[src/hw/rtl/percent_decoder_macros.svh]
// Assertion macros shared by the decoder modules.
// Each takes a label, clock, reset and the expression, or ante and cons.
`ifndef PERCENT_DECODER_MACROS_SVH
`define PERCENT_DECODER_MACROS_SVH

`ifndef SYNTHESIS

`define PCD_ASSERT(lbl, clk, rst, prop) \
   lbl: assert property (@(posedge clk) disable iff (rst) (prop)) \
      else $error("%m: check failed");

`define PCD_ASSERT_IMP(lbl, clk, rst, ante, cons) \
   lbl: assert property (@(posedge clk) disable iff (rst) (ante) |-> (cons)) \
      else $error("%m: check failed");

`else

`define PCD_ASSERT(lbl, clk, rst, prop)

`define PCD_ASSERT_IMP(lbl, clk, rst, ante, cons)

`endif

`endif

[src/hw/rtl/pcd_pkg.sv]
package pcd_pkg;

   // Character codes used by the decoder.
   localparam logic [7:0] CH_PERCENT = 8'h25;
   localparam logic [7:0] CH_PLUS    = 8'h2B;
   localparam logic [7:0] CH_SPACE   = 8'h20;
   localparam logic [7:0] CH_TWO     = 8'h32;
   localparam logic [7:0] CH_FIVE    = 8'h35;
   localparam logic [7:0] CH_ZERO    = 8'h30;
   localparam logic [7:0] CH_NINE    = 8'h39;
   localparam logic [7:0] CH_LOWER_A = 8'h61;
   localparam logic [7:0] CH_LOWER_F = 8'h66;
   localparam logic [7:0] CH_UPPER_A = 8'h41;
   localparam logic [7:0] CH_UPPER_F = 8'h46;
   localparam int         HEX_ALPHA_BASE = 10;

   // Result status codes.
   localparam logic [1:0] STATUS_OK      = 2'd0;
   localparam logic [1:0] STATUS_BAD_HEX = 2'd1;
   localparam logic [1:0] STATUS_TRUNC   = 2'd2;

   // Command queue sizing.
   localparam int QDEPTH = 4;
   localparam int QIDX_W = $clog2(QDEPTH);
   localparam int QCNT_W = $clog2(QDEPTH + 1);

   // Escape parser phases.
   typedef enum logic [4:0] {
      PH_IDLE = 5'b00001,
      PH_PCT  = 5'b00010,
      PH_DIG1 = 5'b00100,
      PH_PCT2 = 5'b01000,
      PH_DROP = 5'b10000
   } phase_type;

   // One command from the parser to the output side. A triple command
   // stands for the literal "%25"; last then belongs to its final byte.
   typedef struct packed {
      logic [7:0] data;
      logic       last;
      logic [1:0] status;
      logic       triple;
   } cmd_type;

   // Digit value 0..15, or 16 when the byte is not a hex digit.
   function automatic logic [4:0] hex_value(input logic [7:0] c);
      logic [4:0] v;
      v = 5'd16;
      if (c >= CH_ZERO && c <= CH_NINE) begin
         v = 5'(c - CH_ZERO);
      end else if (c >= CH_LOWER_A && c <= CH_LOWER_F) begin
         v = 5'(c - CH_LOWER_A) + 5'(HEX_ALPHA_BASE);
      end else if (c >= CH_UPPER_A && c <= CH_UPPER_F) begin
         v = 5'(c - CH_UPPER_A) + 5'(HEX_ALPHA_BASE);
      end
      return v;
   endfunction

endpackage

[src/hw/rtl/pcd_if.sv]
// Raw character channel.
interface pcd_req_if;
   logic       valid;
   logic       ready;
   logic [7:0] in_byte;
   logic       in_last;

   modport source (output valid, output in_byte, output in_last, input ready);
   modport sink   (input valid, input in_byte, input in_last, output ready);
endinterface

// Decoded character channel.
interface pcd_rsp_if;
   logic       valid;
   logic       ready;
   logic [7:0] out_byte;
   logic       out_last;
   logic [1:0] status;

   modport source (output valid, output out_byte, output out_last, output status,
                   input ready);
   modport sink   (input valid, input out_byte, input out_last, input status,
                   output ready);
endinterface

[src/hw/rtl/pcd_front.sv]
// Escape parser: takes one character per cycle while the command queue is
// not full, and pushes a command for every character that produces output.
module pcd_front (
   input  logic             clock,
   input  logic             reset,
   input  logic             plus_to_space,
   pcd_req_if.sink          req,
   input  logic             q_full,
   output logic             q_push,
   output pcd_pkg::cmd_type q_cmd
);

   pcd_pkg::phase_type phase_ff, phase_in;
   logic [3:0]         nibble_ff, nibble_in;
   logic               fdb_ff, fdb_in;
   logic               accept;
   logic [4:0]         hv;
   logic               fail;
   logic [1:0]         fail_status;

   assign req.ready = !q_full;
   assign accept    = req.valid && !q_full;
   assign hv        = pcd_pkg::hex_value(req.in_byte);

   always_comb begin
      phase_in    = phase_ff;
      nibble_in   = nibble_ff;
      fdb_in      = fdb_ff;
      q_push      = 1'b0;
      q_cmd       = '{data: req.in_byte, last: req.in_last,
                      status: pcd_pkg::STATUS_OK, triple: 1'b0};
      fail        = 1'b0;
      fail_status = pcd_pkg::STATUS_BAD_HEX;
      if (accept) begin
         unique case (phase_ff)
            pcd_pkg::PH_IDLE: begin
               if (req.in_byte == pcd_pkg::CH_PERCENT) begin
                  if (req.in_last) begin
                     fail        = 1'b1;
                     fail_status = pcd_pkg::STATUS_TRUNC;
                  end else begin
                     phase_in = pcd_pkg::PH_PCT;
                  end
               end else begin
                  q_push = 1'b1;
                  if (plus_to_space && req.in_byte == pcd_pkg::CH_PLUS) begin
                     q_cmd.data = pcd_pkg::CH_SPACE;
                  end
               end
            end
            pcd_pkg::PH_PCT: begin
               if (req.in_last) begin
                  fail        = 1'b1;
                  fail_status = pcd_pkg::STATUS_TRUNC;
               end else if (req.in_byte == pcd_pkg::CH_PERCENT) begin
                  fdb_in    = 1'b1;
                  nibble_in = 4'd0;
                  phase_in  = pcd_pkg::PH_DIG1;
               end else if (hv[4]) begin
                  fail = 1'b1;
               end else begin
                  nibble_in = hv[3:0];
                  fdb_in    = 1'b0;
                  phase_in  = pcd_pkg::PH_DIG1;
               end
            end
            pcd_pkg::PH_DIG1: begin
               if (fdb_ff) begin
                  if (req.in_byte == pcd_pkg::CH_TWO && !req.in_last) begin
                     phase_in = pcd_pkg::PH_PCT2;
                  end else begin
                     fail = 1'b1;
                  end
               end else if (hv[4]) begin
                  fail = 1'b1;
               end else begin
                  q_push     = 1'b1;
                  q_cmd.data = {nibble_ff, hv[3:0]};
                  phase_in   = pcd_pkg::PH_IDLE;
               end
            end
            pcd_pkg::PH_PCT2: begin
               if (req.in_byte != pcd_pkg::CH_FIVE) begin
                  fail = 1'b1;
               end else begin
                  q_push       = 1'b1;
                  q_cmd.data   = pcd_pkg::CH_PERCENT;
                  q_cmd.triple = 1'b1;
                  phase_in     = pcd_pkg::PH_IDLE;
                  fdb_in       = 1'b0;
               end
            end
            pcd_pkg::PH_DROP: begin
               if (req.in_last) begin
                  phase_in = pcd_pkg::PH_IDLE;
               end
            end
            default: begin
               phase_in = pcd_pkg::PH_IDLE;
            end
         endcase
         if (fail) begin
            q_push       = 1'b1;
            q_cmd.data   = 8'd0;
            q_cmd.last   = 1'b1;
            q_cmd.status = fail_status;
            phase_in     = req.in_last ? pcd_pkg::PH_IDLE : pcd_pkg::PH_DROP;
            fdb_in       = 1'b0;
         end
      end
   end

   always_ff @(posedge clock) begin
      if (reset) begin
         phase_ff  <= pcd_pkg::PH_IDLE;
         nibble_ff <= 4'd0;
         fdb_ff    <= 1'b0;
      end else begin
         phase_ff  <= phase_in;
         nibble_ff <= nibble_in;
         fdb_ff    <= fdb_in;
      end
   end

endmodule

[src/hw/rtl/pcd_cmd_queue.sv]
`include "percent_decoder_macros.svh"

// Small FIFO of commands between the parser and the output side.
module pcd_cmd_queue (
   input  logic             clock,
   input  logic             reset,
   input  logic             push,
   input  pcd_pkg::cmd_type push_cmd,
   output logic             full,
   input  logic             pop,
   output pcd_pkg::cmd_type pop_cmd,
   output logic             empty
);

   pcd_pkg::cmd_type                entry_ff [pcd_pkg::QDEPTH];
   logic [pcd_pkg::QIDX_W-1:0]      wr_ptr_ff, wr_ptr_in;
   logic [pcd_pkg::QIDX_W-1:0]      rd_ptr_ff, rd_ptr_in;
   logic [pcd_pkg::QCNT_W-1:0]      count_ff, count_in;

   localparam logic [pcd_pkg::QIDX_W-1:0] LAST_IDX = pcd_pkg::QIDX_W'(pcd_pkg::QDEPTH - 1);

   assign full    = (count_ff == pcd_pkg::QCNT_W'(pcd_pkg::QDEPTH));
   assign empty   = (count_ff == '0);
   assign pop_cmd = entry_ff[rd_ptr_ff];

   always_comb begin
      wr_ptr_in = wr_ptr_ff;
      rd_ptr_in = rd_ptr_ff;
      count_in  = count_ff;
      if (push) begin
         wr_ptr_in = (wr_ptr_ff == LAST_IDX) ? '0 : wr_ptr_ff + 1'b1;
      end
      if (pop) begin
         rd_ptr_in = (rd_ptr_ff == LAST_IDX) ? '0 : rd_ptr_ff + 1'b1;
      end
      if (push && !pop) begin
         count_in = count_ff + 1'b1;
      end else if (pop && !push) begin
         count_in = count_ff - 1'b1;
      end
   end

   always_ff @(posedge clock) begin
      if (reset) begin
         wr_ptr_ff <= '0;
         rd_ptr_ff <= '0;
         count_ff  <= '0;
      end else begin
         wr_ptr_ff <= wr_ptr_in;
         rd_ptr_ff <= rd_ptr_in;
         count_ff  <= count_in;
      end
   end

   always_ff @(posedge clock) begin
      if (push) begin
         entry_ff[wr_ptr_ff] <= push_cmd;
      end
   end

   `PCD_ASSERT_IMP(a_no_overflow, clock, reset, push, !full)
   `PCD_ASSERT_IMP(a_no_underflow, clock, reset, pop, !empty)
   `PCD_ASSERT(a_count_range, clock, reset, count_ff <= pcd_pkg::QCNT_W'(pcd_pkg::QDEPTH))

endmodule

[src/hw/rtl/pcd_back.sv]
`include "percent_decoder_macros.svh"

// Output side: turns commands into result transactions through a
// registered output stage. A triple command gives three results.
module pcd_back (
   input  logic             clock,
   input  logic             reset,
   input  logic             q_empty,
   input  pcd_pkg::cmd_type q_cmd,
   output logic             q_pop,
   pcd_rsp_if.source        rsp
);

   logic       valid_ff, valid_in;
   logic [7:0] byte_ff, byte_in;
   logic       last_ff, last_in;
   logic [1:0] status_ff, status_in;
   logic [1:0] rem_ff, rem_in;
   logic       tail_last_ff, tail_last_in;
   logic       advance;

   assign advance = !valid_ff || rsp.ready;
   assign q_pop   = advance && (rem_ff == 2'd0) && !q_empty;

   always_comb begin
      valid_in     = valid_ff;
      byte_in      = byte_ff;
      last_in      = last_ff;
      status_in    = status_ff;
      rem_in       = rem_ff;
      tail_last_in = tail_last_ff;
      if (advance) begin
         if (rem_ff != 2'd0) begin
            valid_in  = 1'b1;
            byte_in   = (rem_ff == 2'd2) ? pcd_pkg::CH_TWO : pcd_pkg::CH_FIVE;
            last_in   = (rem_ff == 2'd1) ? tail_last_ff : 1'b0;
            status_in = pcd_pkg::STATUS_OK;
            rem_in    = rem_ff - 2'd1;
         end else if (!q_empty) begin
            valid_in  = 1'b1;
            byte_in   = q_cmd.data;
            status_in = q_cmd.status;
            if (q_cmd.triple) begin
               last_in      = 1'b0;
               rem_in       = 2'd2;
               tail_last_in = q_cmd.last;
            end else begin
               last_in = q_cmd.last;
            end
         end else begin
            valid_in = 1'b0;
         end
      end
   end

   always_ff @(posedge clock) begin
      if (reset) begin
         valid_ff <= 1'b0;
         rem_ff   <= 2'd0;
      end else begin
         valid_ff <= valid_in;
         rem_ff   <= rem_in;
      end
   end

   always_ff @(posedge clock) begin
      byte_ff      <= byte_in;
      last_ff      <= last_in;
      status_ff    <= status_in;
      tail_last_ff <= tail_last_in;
   end

   assign rsp.valid    = valid_ff;
   assign rsp.out_byte = byte_ff;
   assign rsp.out_last = last_ff;
   assign rsp.status   = status_ff;

   `PCD_ASSERT_IMP(a_tail_pending_valid, clock, reset, rem_ff != 2'd0, valid_ff)
   `PCD_ASSERT_IMP(a_tail_not_last, clock, reset, rem_ff != 2'd0, !last_ff)

endmodule

[src/hw/rtl/percent_decoder.sv]
// Streaming URL percent decoder. Raw characters arrive on req_bus, one
// transaction per character with in_last on the final character of a
// string; decoded characters leave on rsp_bus with out_last on the final
// result of the string and a status of ok, bad hex digit or truncated
// escape. The block takes one transaction per cycle. Most characters give
// zero or one result, so results leave at the input rate; the literal
// "%%25" gives three results, which the output stage sends in order,
// uninterrupted. A four-entry command queue between the parser and
// the output stage absorbs these bursts and any stall on rsp_bus, and
// req_bus.ready drops only while that queue is full. An error ends the
// string with one error result (out_byte zero, out_last set) and the
// remaining characters up to in_last are consumed silently. The
// plus_to_space setting is written through csr_we/csr_wdata and turns
// '+' outside an escape into a space; write it only while the block is idle.
module percent_decoder (
   input  logic      clock,
   input  logic      reset,
   input  logic      csr_we,
   input  logic      csr_wdata,
   pcd_req_if.sink   req_bus,
   pcd_rsp_if.source rsp_bus
);

   // The single configuration bit.
   logic plus_to_space_ff, plus_to_space_in;

   // Command path between the parser and the output stage.
   logic             q_push;
   logic             q_pop;
   logic             q_full;
   logic             q_empty;
   pcd_pkg::cmd_type push_cmd;
   pcd_pkg::cmd_type pop_cmd;

   assign plus_to_space_in = csr_we ? csr_wdata : plus_to_space_ff;

   always_ff @(posedge clock) begin
      if (reset) begin
         plus_to_space_ff <= 1'b0;
      end else begin
         plus_to_space_ff <= plus_to_space_in;
      end
   end

   // Front end: escape parsing, one transaction per cycle while the queue has room.
   pcd_front u_front (
      .clock         (clock),
      .reset         (reset),
      .plus_to_space (plus_to_space_ff),
      .req           (req_bus),
      .q_full        (q_full),
      .q_push        (q_push),
      .q_cmd         (push_cmd)
   );

   // Decouples the parser from output stalls.
   pcd_cmd_queue u_queue (
      .clock    (clock),
      .reset    (reset),
      .push     (q_push),
      .push_cmd (push_cmd),
      .full     (q_full),
      .pop      (q_pop),
      .pop_cmd  (pop_cmd),
      .empty    (q_empty)
   );

   // Back end: expands commands into result transactions.
   pcd_back u_back (
      .clock   (clock),
      .reset   (reset),
      .q_empty (q_empty),
      .q_cmd   (pop_cmd),
      .q_pop   (q_pop),
      .rsp     (rsp_bus)
   );

endmodule

[src/flat_wrapper.sv]
// flat-port wrapper written by rule: the top's interface ports become plain ports
module percent_decoder_flat 
  (clock, reset, csr_we, csr_wdata, req_bus_valid, req_bus_in_byte, req_bus_in_last, req_bus_ready, rsp_bus_valid, rsp_bus_out_byte, rsp_bus_out_last, rsp_bus_status, rsp_bus_ready);
  pcd_req_if req_bus_i ();
  pcd_rsp_if rsp_bus_i ();
  input  logic clock;
  input  logic reset;
  input  logic csr_we;
  input  logic csr_wdata;
  input wire logic [$bits(req_bus_i.valid)-1:0] req_bus_valid;
  input wire logic [$bits(req_bus_i.in_byte)-1:0] req_bus_in_byte;
  input wire logic [$bits(req_bus_i.in_last)-1:0] req_bus_in_last;
  output wire logic [$bits(req_bus_i.ready)-1:0] req_bus_ready;
  output wire logic [$bits(rsp_bus_i.valid)-1:0] rsp_bus_valid;
  output wire logic [$bits(rsp_bus_i.out_byte)-1:0] rsp_bus_out_byte;
  output wire logic [$bits(rsp_bus_i.out_last)-1:0] rsp_bus_out_last;
  output wire logic [$bits(rsp_bus_i.status)-1:0] rsp_bus_status;
  input wire logic [$bits(rsp_bus_i.ready)-1:0] rsp_bus_ready;
  assign req_bus_i.valid = req_bus_valid;
  assign req_bus_i.in_byte = req_bus_in_byte;
  assign req_bus_i.in_last = req_bus_in_last;
  assign req_bus_ready = req_bus_i.ready;
  assign rsp_bus_valid = rsp_bus_i.valid;
  assign rsp_bus_out_byte = rsp_bus_i.out_byte;
  assign rsp_bus_out_last = rsp_bus_i.out_last;
  assign rsp_bus_status = rsp_bus_i.status;
  assign rsp_bus_i.ready = rsp_bus_ready;
  percent_decoder u_core (.clock(clock), .reset(reset), .csr_we(csr_we), .csr_wdata(csr_wdata), .req_bus(req_bus_i), .rsp_bus(rsp_bus_i));
endmodule
[config.mk]
export PLATFORM = sky130hd
export DESIGN_NAME = percent_decoder_flat
export DESIGN_NICKNAME = d
export VERILOG_FILES = /design/src/hw/rtl/pcd_pkg.sv /design/src/hw/rtl/pcd_if.sv /design/src/hw/rtl/pcd_front.sv /design/src/hw/rtl/pcd_cmd_queue.sv /design/src/hw/rtl/pcd_back.sv /design/src/hw/rtl/percent_decoder.sv /design/src/flat_wrapper.sv
export VERILOG_INCLUDE_DIRS = /design/src /design/src/hw/rtl
export SDC_FILE = /design/constraint.sdc
export NUM_CORES = 1
export LEC_CHECK = 0
export BUFFER_PORTS_ARGS = -buffer_cell sky130_fd_sc_hd__buf_2
export CAP_MARGIN = 20
export CORE_MARGIN = 2
export CORE_UTILIZATION = 30
export DETAILED_ROUTE_END_ITERATION = 8
export SYNTH_ARGS = -nofsm -noshare
export SYNTH_HDL_FRONTEND = slang
export SYNTH_SLANG_ARGS = --single-unit
export TNS_END_PERCENT = 20
[constraint.sdc]
create_clock -name clock -period 3.1 [get_ports clock]
set_input_delay 0 -clock clock [delete_from_list [all_inputs] [get_ports clock]]
set_output_delay 0 -clock clock [all_outputs]
set_load 0.02 [all_outputs]
==> results of run 1 <==
## metrics by stage
stage	hold WS (ns)	cells	utilization	worst slack [ns]
after floorplan	0.147	310	-	0.00353
after global placement	0.241	514	0.344	0.105
after detailed placement	0.258	514	0.344	0.0412
after CTS	0.0229	532	0.368	0.0103
after global routing	0.0590	533	0.369	-0.0162
final	0.0314	533	0.369	0.113
## cells by family (layout without fill, tap and decap cells)
kind of cell,Yosys count,after routing,synth area share
compound gates,67,67,0.119
xor+xnor,3,3,0.00664
fa+ha+maj,14,14,0.0461
buf+inv,24,75,0.0262
flops,83,83,0.571
mux,19,19,0.0866
simple gates,100,100,0.144
## registers in the layout, indices dropped and copies added (netlist names), named ones only
name,flops
u_core.u_back.tail_last_ff,1
u_core.u_queue.entry_ff,48
u_core.u_queue.wr_ptr_ff,2
u_core.u_front.phase_ff,5
u_core.u_back.rsp.out_last,1
u_core.u_front.fdb_ff,1
u_core.u_queue.count_ff,3
u_core.u_back.rsp.status,2
u_core.plus_to_space_ff,1
u_core.u_back.rsp.out_byte,8
u_core.u_queue.rd_ptr_ff,2
u_core.u_front.nibble_ff,4
u_core.u_back.rsp.valid,1
u_core.u_back.rem_ff,2
## routing by layer
| layer | track usage | vias to the layer above | routed length [um] |
|---|---|---|---|
| li1 | - | 1280 | - |
| met1 | 0.148 | 1213 | 3630 |
| met2 | 0.188 | 42 | 3840 |
| met3 | 0.0354 | 8 | 274 |
| met4 | 0.0290 | 0 | 74 |
| met5 | 0 | - | 0 |
## timing repair
| action | CTS | global route |
|---|---|---|
| hold buffers | 2 | 0 |
| setup buffers | 0 | 1 |
| setup endpoints to repair | 0 | 1 |
| endpoints found under the hold margin | 1 | 0 |
| resized for setup | 0 | 3 |
## worst max path at each step
| stage | startpoint | end | slack, ns | cells past startpoint |
|---|---|---|---|---|
| CTS | u_core.u_front.phase_ff[4] | u_core.u_queue.count_ff[2] | 0.01 | 12 |
| global route | u_core.u_front.phase_ff[4] | u_core.u_queue.count_ff[2] | -0.02 | 12 |
| detailed placement | u_core.u_front.phase_ff[4] | u_core.u_queue.count_ff[2] | 0.04 | 12 |
| global placement | u_core.u_front.phase_ff[4] | u_core.u_queue.count_ff[2] | 0.11 | 12 |
| floorplan | u_core.u_front.phase_ff[3] | u_core.u_queue.count_ff[2] | 0.004 | 13 |
| finish | u_core.u_front.phase_ff[4] | u_core.u_queue.count_ff[2] | 0.11 | 12 |
## worst register-to-register path: cells and delay by family (launching register included)
kind            cells  cell delay, ns
flops               1            0.31
buf+inv             2            0.14
xor+xnor            1            0.16
compound gates      4            0.70
simple gates        3            1.15
fa+ha+maj           2            0.46
## power by group
group | leakage, uW | internal (uW) | switching (uW)
Sequential | 0.000761 | 1470 | 103
Combinational | 0.000832 | 469 | 576
Clock | 0.000132 | 588 | 398
## layout make-up
| type | instances | area (um^2) | share of cell area |
|---|---|---|---|
| clock buffer | 13 | 260 | 0.0551 |
| sequential | 83 | 2260 | 0.479 |
| multi-input combinational | 203 | 1620 | 0.342 |
| inverter | 10 | 37.5 | 0.00795 |
| timing repair buffer | 49 | 305 | 0.0647 |
| tap | 172 | 215 | 0.0456 |
| clock inverter | 3 | 23.8 | 0.00504 |
## placed cells by master, fill, tap and decap left out, types with 11 or more instances in the layout
cell type,Yosys,final
ha_1,13,12
dfxtp_1,23,23
o21ai_0,12,12
nor2_1,26,26
buf_4,1,20
nand2_1,15,15
a21oi_1,17,16
mux4_2,12,12
buf_2,2,27
and2_1,11,11
edfxtp_1,60,60
==> key figures, run 1 <==
Yosys
  – Synth cell types: between 60 and 70
  – Post-synth top area cell: edfxtp_1
  – Number of synthesized register bits: between 80 and 90
  – Syn Nets: around 340
  – Count leader, synth: edfxtp_1
  – Synthesized area: between 3000 and 4000 um^2
  – Syn Inst Count: 310
  – Synth Warn #: 0
  – Synthesized area per cell: approximately 13 um^2
  – Top cell type's share of synthesized area: 0.455
  – Synth cell count leaders: edfxtp_1, nor2_1, dfxtp_1
  – Dominant synthesized flop cell: edfxtp_1
  – EDFF count, synth: 60
  – Synth area leaders: edfxtp_1, dfxtp_1, mux4_2
  – Post-synth ARST share: 0
  – Seq/Total Area, Yosys: 0.571

STA
  – Final count of negative-setup-slack endpoints: 0
  – Clock skew: around 0.0068 ns
  – Crit path time final: approximately 3.0 ns
  – Max_slew headroom: 0.491
  – Worst slew pin tran: roughly 0.76 ns
  – Slew Limit Fails: 0
  – Max Fclk: approximately 0.33 GHz
  – Setup TNS: 0 ns
  – Final Hold Vio Count: 0
  – Final Cycle Share: 0.963

Status
  – Status: completed

Clocking
  – Clk root buf: clkbuf_16
  – CTS Buf Count: 9
  – CTS tree: yes
  – CTS Sinks: 83
  – Clock latency at the later pin of the worst-skew pair: 0.33 ns
  – CTS Buffer Depth: 2
  – CTS H-tree depth: 3
  – Clock slew at reported path FFs: approximately 0.06 ns

Critical path
  – Critical path, cell by cell: or3_4, or3b_4, o41a_1, o211ai_2, a21boi_2, inv_2, ha_4, inv_2, fa_2, xor2_1, or3_1, a21oi_2
  – CP Class: register to register
  – WP data required: 3.35 ns
  – Crit path top cell by count: inv_2
  – Worst R2R End: u_core.u_queue.count_ff[2]
  – Family with the most delay on the worst path: simple AND/OR/NAND/NOR gates
  – Worst r2r src: u_core.u_front.phase_ff[4]
  – Worst reg2reg path depth: 12
  – CP Launch Type: register
  – R2R Setup Slk: between 0.1 and 0.15 ns
  – Worst path arrival time: between 3 and 4 ns
  – Crit end category: register
  – Buf+Inv Stages, Crit Path: 2
  – CP max stage delay: between 0.4 and 0.5 ns
  – Worst-path fanout max: 5
  – CP max-delay cell: or3b_4

Layout
  – Fin area: 4720 um^2
  – Layout area overhead: 19.2%
  – Share of cells above drive strength 1: 0.252
  – Fillcell total: roughly 1,200
  – Fin nets: between 300 and 400
  – Ant diodes: 0

Global routing
  – GR Overflow Total: 0
  – Antenna violations before repair: 0
  – Vias in the first global route: ~2,500
  – Largest net degree at the start of global routing: 26
  – GRT Overall Usage: 0.115
  – Global-route wire length before repair: 12,700 um

Placed design
  – Final Wtd Congestion: approximately 0.82
  – HPWL after DPL: 5630 um
  – Placed Area: between 4000 and 5000 um^2
  – PortBufs: 27

Hold path
  – Hold path depth: 3
  – Hold EP: u_core.u_back.rsp.valid
  – Worst hold start: rsp_bus_ready
  – HP Class: input port to register

Die
  – Die height: between 100 and 150 um
  – # rows: 41
  – Initial core utilization: 0.310
  – Ports: 28
  – Die W: about 120 um
  – Core area: roughly 13,000 um^2
  – Die ar.: between 10,000 and 15,000 um^2

Drt
  – WL final: around 7800 um
  – DRT iter0 DRCs: around 160
  – Detail Route Antenna Nets: 0
  – Via density: 4.77
  – WL/cell: between 10 and 15 um
  – Vias post-DR: 2,543
  – DRT Pass-1 Iters: 4
  – DRC errors left: 0

Pwr
  – Max VDD drop: between 0.0002 and 0.00025 V
  – Pleak: 0.00173 uW
  – Power, Total: 3610 uW
  – Cell area power density: approximately 760 nW/um^2

Run
  – Max-capacitance violation count: 0
No activity file was read; power rests on OpenSTA's default activity.
==> inputs of run 2 (changes only) <==
ABC_AREA = 1   (was not set)
==> key figures, run 2 <==
Status
  – Status: completed (unchanged)

Yosys
  – Post-synthesis mux area share: 0 (was 0.0866)
  – Number of synthesized register bits: 83 (unchanged)
  – Area fraction in compound gates after synthesis: 0.119 (about the same)
  – Synth Warn #: 0 (unchanged)
  – Synthesized area: 4160 um^2 (was 3960 um^2)
  – EDFF count, synth: 60 (unchanged)
  – Synth Area in XOR/XNOR: 0.00632 (was 0.00664)
  – Fraction of the mapped netlist area in simple logic gates: 0.227 (was 0.144)
  – Top cell type's share of synthesized area: 0.433 (was 0.455)
  – Syn Inst Count: 460 (was 310)
  – Post-synth ARST share: 0 (unchanged)
  – Area share of fa/ha/maj cells after synthesis: 0.0439 (was 0.0461)
  – Synth cell types: 39 (was 61)
  – Post-synth top area cell: edfxtp_1 (unchanged)
  – Dominant synthesized flop cell: edfxtp_1 (unchanged)
  – Syn Nets: 489 (was 339)
  – Seq/Total Area, Yosys: 0.544 (was 0.571)
  – Main combinational cell family by area after synthesis: simple AND/OR/NAND/NOR gates (unchanged)
  – Synth area leaders: edfxtp_1, dfxtp_1, nand2_1 (was edfxtp_1, dfxtp_1, mux4_2)
  – Synth cell count leaders: nand2_1, nor2_1, edfxtp_1 (was edfxtp_1, nor2_1, dfxtp_1)
  – Count leader, synth: nand2_1 (was edfxtp_1)
  – Synthesized area per cell: 9.04 um^2 (was 12.8 um^2)

Layout
  – Fin nets: 532 (was 385)
  – Most common cell after layout, fill and taps aside: nand2_1 (was edfxtp_1)
  – Share of cells above drive strength 1: 0.157 (was 0.252)
  – Ant diodes: 0 (unchanged)
  – Max reg flops: 48 (unchanged)
  – Highest-count cells in the layout ignoring fill and taps: nand2_1, nor2_1, edfxtp_1 (was edfxtp_1, buf_2, nor2_1)
  – Fin area: 4910 um^2 (was 4720 um^2)
  – Layout area overhead: 18.1% (was 19.2%)
  – Most flops, register: u_core.u_queue.entry_ff (unchanged)

Die
  – Ports: 28 (unchanged)
  – Die ar.: 14,800 um^2 (was 14,100 um^2)
  – Core area: 13,700 um^2 (was 12,800 um^2)
  – Die height: 122 um (was 119 um)
  – Initial core utilization: 0.303 (was 0.310)
  – Die W: 122 um (was 119 um)
  – # rows: 43 (was 41)

Placed design
  – Placed Area: 4560 um^2 (was 4390 um^2)
  – Final Wtd Congestion: 0.913 (was 0.816)
  – PortBufs: 27 (unchanged)
  – HPWL after DPL: 6750 um (was 5630 um)
  – Pre-CTS setup slack: 0.361 ns (was 0.0412 ns)

Pwr
  – Pleak: 0.00201 uW (was 0.00173 uW)
  – Cell area power density: 957 nW/um^2 (was 764 nW/um^2)
  – Max VDD drop: 0.000356 V (was 0.000240 V)

Clocking
  – Post-CTS sizing: 0 (unchanged)
  – Clock latency at the later pin of the worst-skew pair: 0.33 ns (about the same)
  – CTS Sinks: 83 (unchanged)
  – Clk root buf: clkbuf_16 (unchanged)
  – Clock slew at reported path FFs: 0.06 ns (about the same)
  – CTS tree: yes (unchanged)
  – CTS H-tree depth: 3 (unchanged)
  – CTS Buf Count: 9 (unchanged)
  – CTS Buffer Depth: 2 (unchanged)

Critical path
  – Worst path arrival time: 2.99 ns (was 3.24 ns)
  – WP data required: 3.31 ns (was 3.35 ns)
  – Crit end category: register (unchanged)
  – R2R Setup Slk: 0.32 ns (was 0.11 ns)
  – Worst reg2reg path depth: 15 (was 12)
  – CP Launch Type: register (unchanged)
  – Worst-path fanout max: 6 (was 5)
  – Worst R2R End: u_core.u_queue.count_ff[2] (unchanged)
  – Worst r2r src: u_core.u_front.phase_ff[0] (was u_core.u_front.phase_ff[4])
  – CP Class: register to register (unchanged)

STA
  – Setup TNS: 0 ns (unchanged)
  – Slew Limit Fails: 0 (unchanged)
  – Worst slew pin tran: 0.549 ns (was 0.760 ns)
  – Crit path time final: 2.78 ns (was 2.99 ns)
  – Max_slew headroom: 0.630 (was 0.491)
  – RSZ-0062 raised after global routing: false
  – Final count of negative-setup-slack endpoints: 0 (unchanged)
  – Post-route setup slack: 0.320 ns (was 0.113 ns)
  – Clock skew: 0.00848 ns (was 0.00677 ns)
  – Max Fclk: 0.360 GHz (was 0.335 GHz)
  – Final Hold Vio Count: 0 (unchanged)
  – Final Cycle Share: 0.897 (was 0.963)

Global routing
  – GRT Overall Usage: 0.132 (was 0.115)
  – Global-route wire length before repair: 15,000 um (was 12,700 um)
  – Vias in the first global route: 2,973 (was 2,490)
  – GR Overflow Total: 0 (unchanged)
  – Antenna violations before repair: 0 (unchanged)
  – Largest net degree at the start of global routing: 27 (was 26)

Drt
  – WL final: 9270 um (was 7820 um)
  – Vias post-DR: 3,198 (was 2,543)
  – WL/cell: 13.5 um (was 14.7 um)
  – DRC errors left: 0 (unchanged)
  – DRT Pass-1 Iters: 4 (unchanged)
  – Via density: 4.65 (was 4.77)
  – Detail Route Antenna Nets: 0 (unchanged)
  – DRT iter0 DRCs: 211 (was 155)

Hold path
  – Hold path depth: 4 (was 3)
  – Worst hold start: req_bus_in_last (was rsp_bus_ready)
  – HP Class: input port to register (unchanged)
  – Hold EP: u_core.u_front.phase_ff[1] (was u_core.u_back.rsp.valid)

Run
  – Max-capacitance violation count: 0 (unchanged)
## run 2: cell types whose count changed after synthesis, sizes merged, moves of 5 or more
cell    previous run  this run
o21ai             12        43
mux2i              5         0
and2              11         0
buf                6         1
a311oi             5         0
nand2             15        87
nand2b             7         0
nand3              0        31
a21oi             18        32
inv               10        52
mux4              12         0
nor2              26        69
## run 2: metrics by stage
step	instances	utilization	power (uW)	hold WS, ns
after detailed placement	667	0.332	3630	0.197
after floorplan	460	-	3060	0.0942
after global placement	667	0.332	3610	0.190
final	688	0.358	4700	0.0687
after global routing	688	0.358	5060	0.113
after CTS	688	0.358	4740	0.0573
## run 2: cells by family after synthesis
kind of cell	Yosys count
AOI/OAI and AO/OA	89
adders and majority gates	14
and+or+nand+nor	206
DFF	83
buffers and inverters	65
xor gates and xnor gates	3
## run 2: metal layers
metal  global-route usage  part of all wire  vias to the layer above
met3               0.0309             0.049                        8
met5                    0                 0                        -
met2                0.215              0.48                       84
met4               0.0453             0.010                        0
li1                     -                 -                     1644
met1                0.172              0.46                     1462
## run 2: how the worst max path moves through the flow
stage                                from                    endpoint  depth (start not counted)
6_report       u_core.u_front.phase_ff[0]  u_core.u_queue.count_ff[2]                         15
5_1_grt        u_core.u_front.phase_ff[0]  u_core.u_queue.count_ff[2]                         15
4_1_cts        u_core.u_front.phase_ff[0]  u_core.u_queue.count_ff[2]                         15
3_5_place_dp   u_core.u_front.phase_ff[0]  u_core.u_queue.count_ff[2]                         15
3_3_place_gp   u_core.u_front.phase_ff[0]  u_core.u_queue.count_ff[2]                         15
2_1_floorplan  u_core.u_front.phase_ff[0]  u_core.u_queue.count_ff[2]                         15
## run 2: power by group
| part | switching (uW) | total (uW) | internal [uW] |
|---|---|---|---|
| registers | 118 | 1750 | 1630 |
| clock network | 446 | 1090 | 640 |
| logic | 1260 | 1870 | 614 |
| total | 1820 | 4700 | 2880 |
## run 2: final cells by class
cell class,count,area [um^2]
sequential,83,2260
inverter,54,203
clock inverter,7,81.3
tap,180,225
fill,1395,8810
multi-input combinational,312,1650
timing repair buffer,43,268
clock buffer,9,225
## run 2: worst max-delay path, stage by stage, from the launching register on
cell	delay [ns]
dfxtp_1	0.33
nor2_1	0.21
nand4_1	0.23
nor2_1	0.19
nand3_1	0.15
nand2_1	0.12
nand3b_2	0.15
nand2_2	0.10
inv_1	0.07
ha_1	0.13
inv_1	0.07
fa_1	0.44
a21oi_1	0.15
o21ai_0	0.11
o21ai_0	0.16
a21oi_1	0.06
## run 2: repair_timing
item	CTS	global route
hold endpoints to repair	7	0
endpoints found under the setup margin	0	0
buffers inserted	0	0
hold buffers	5	0
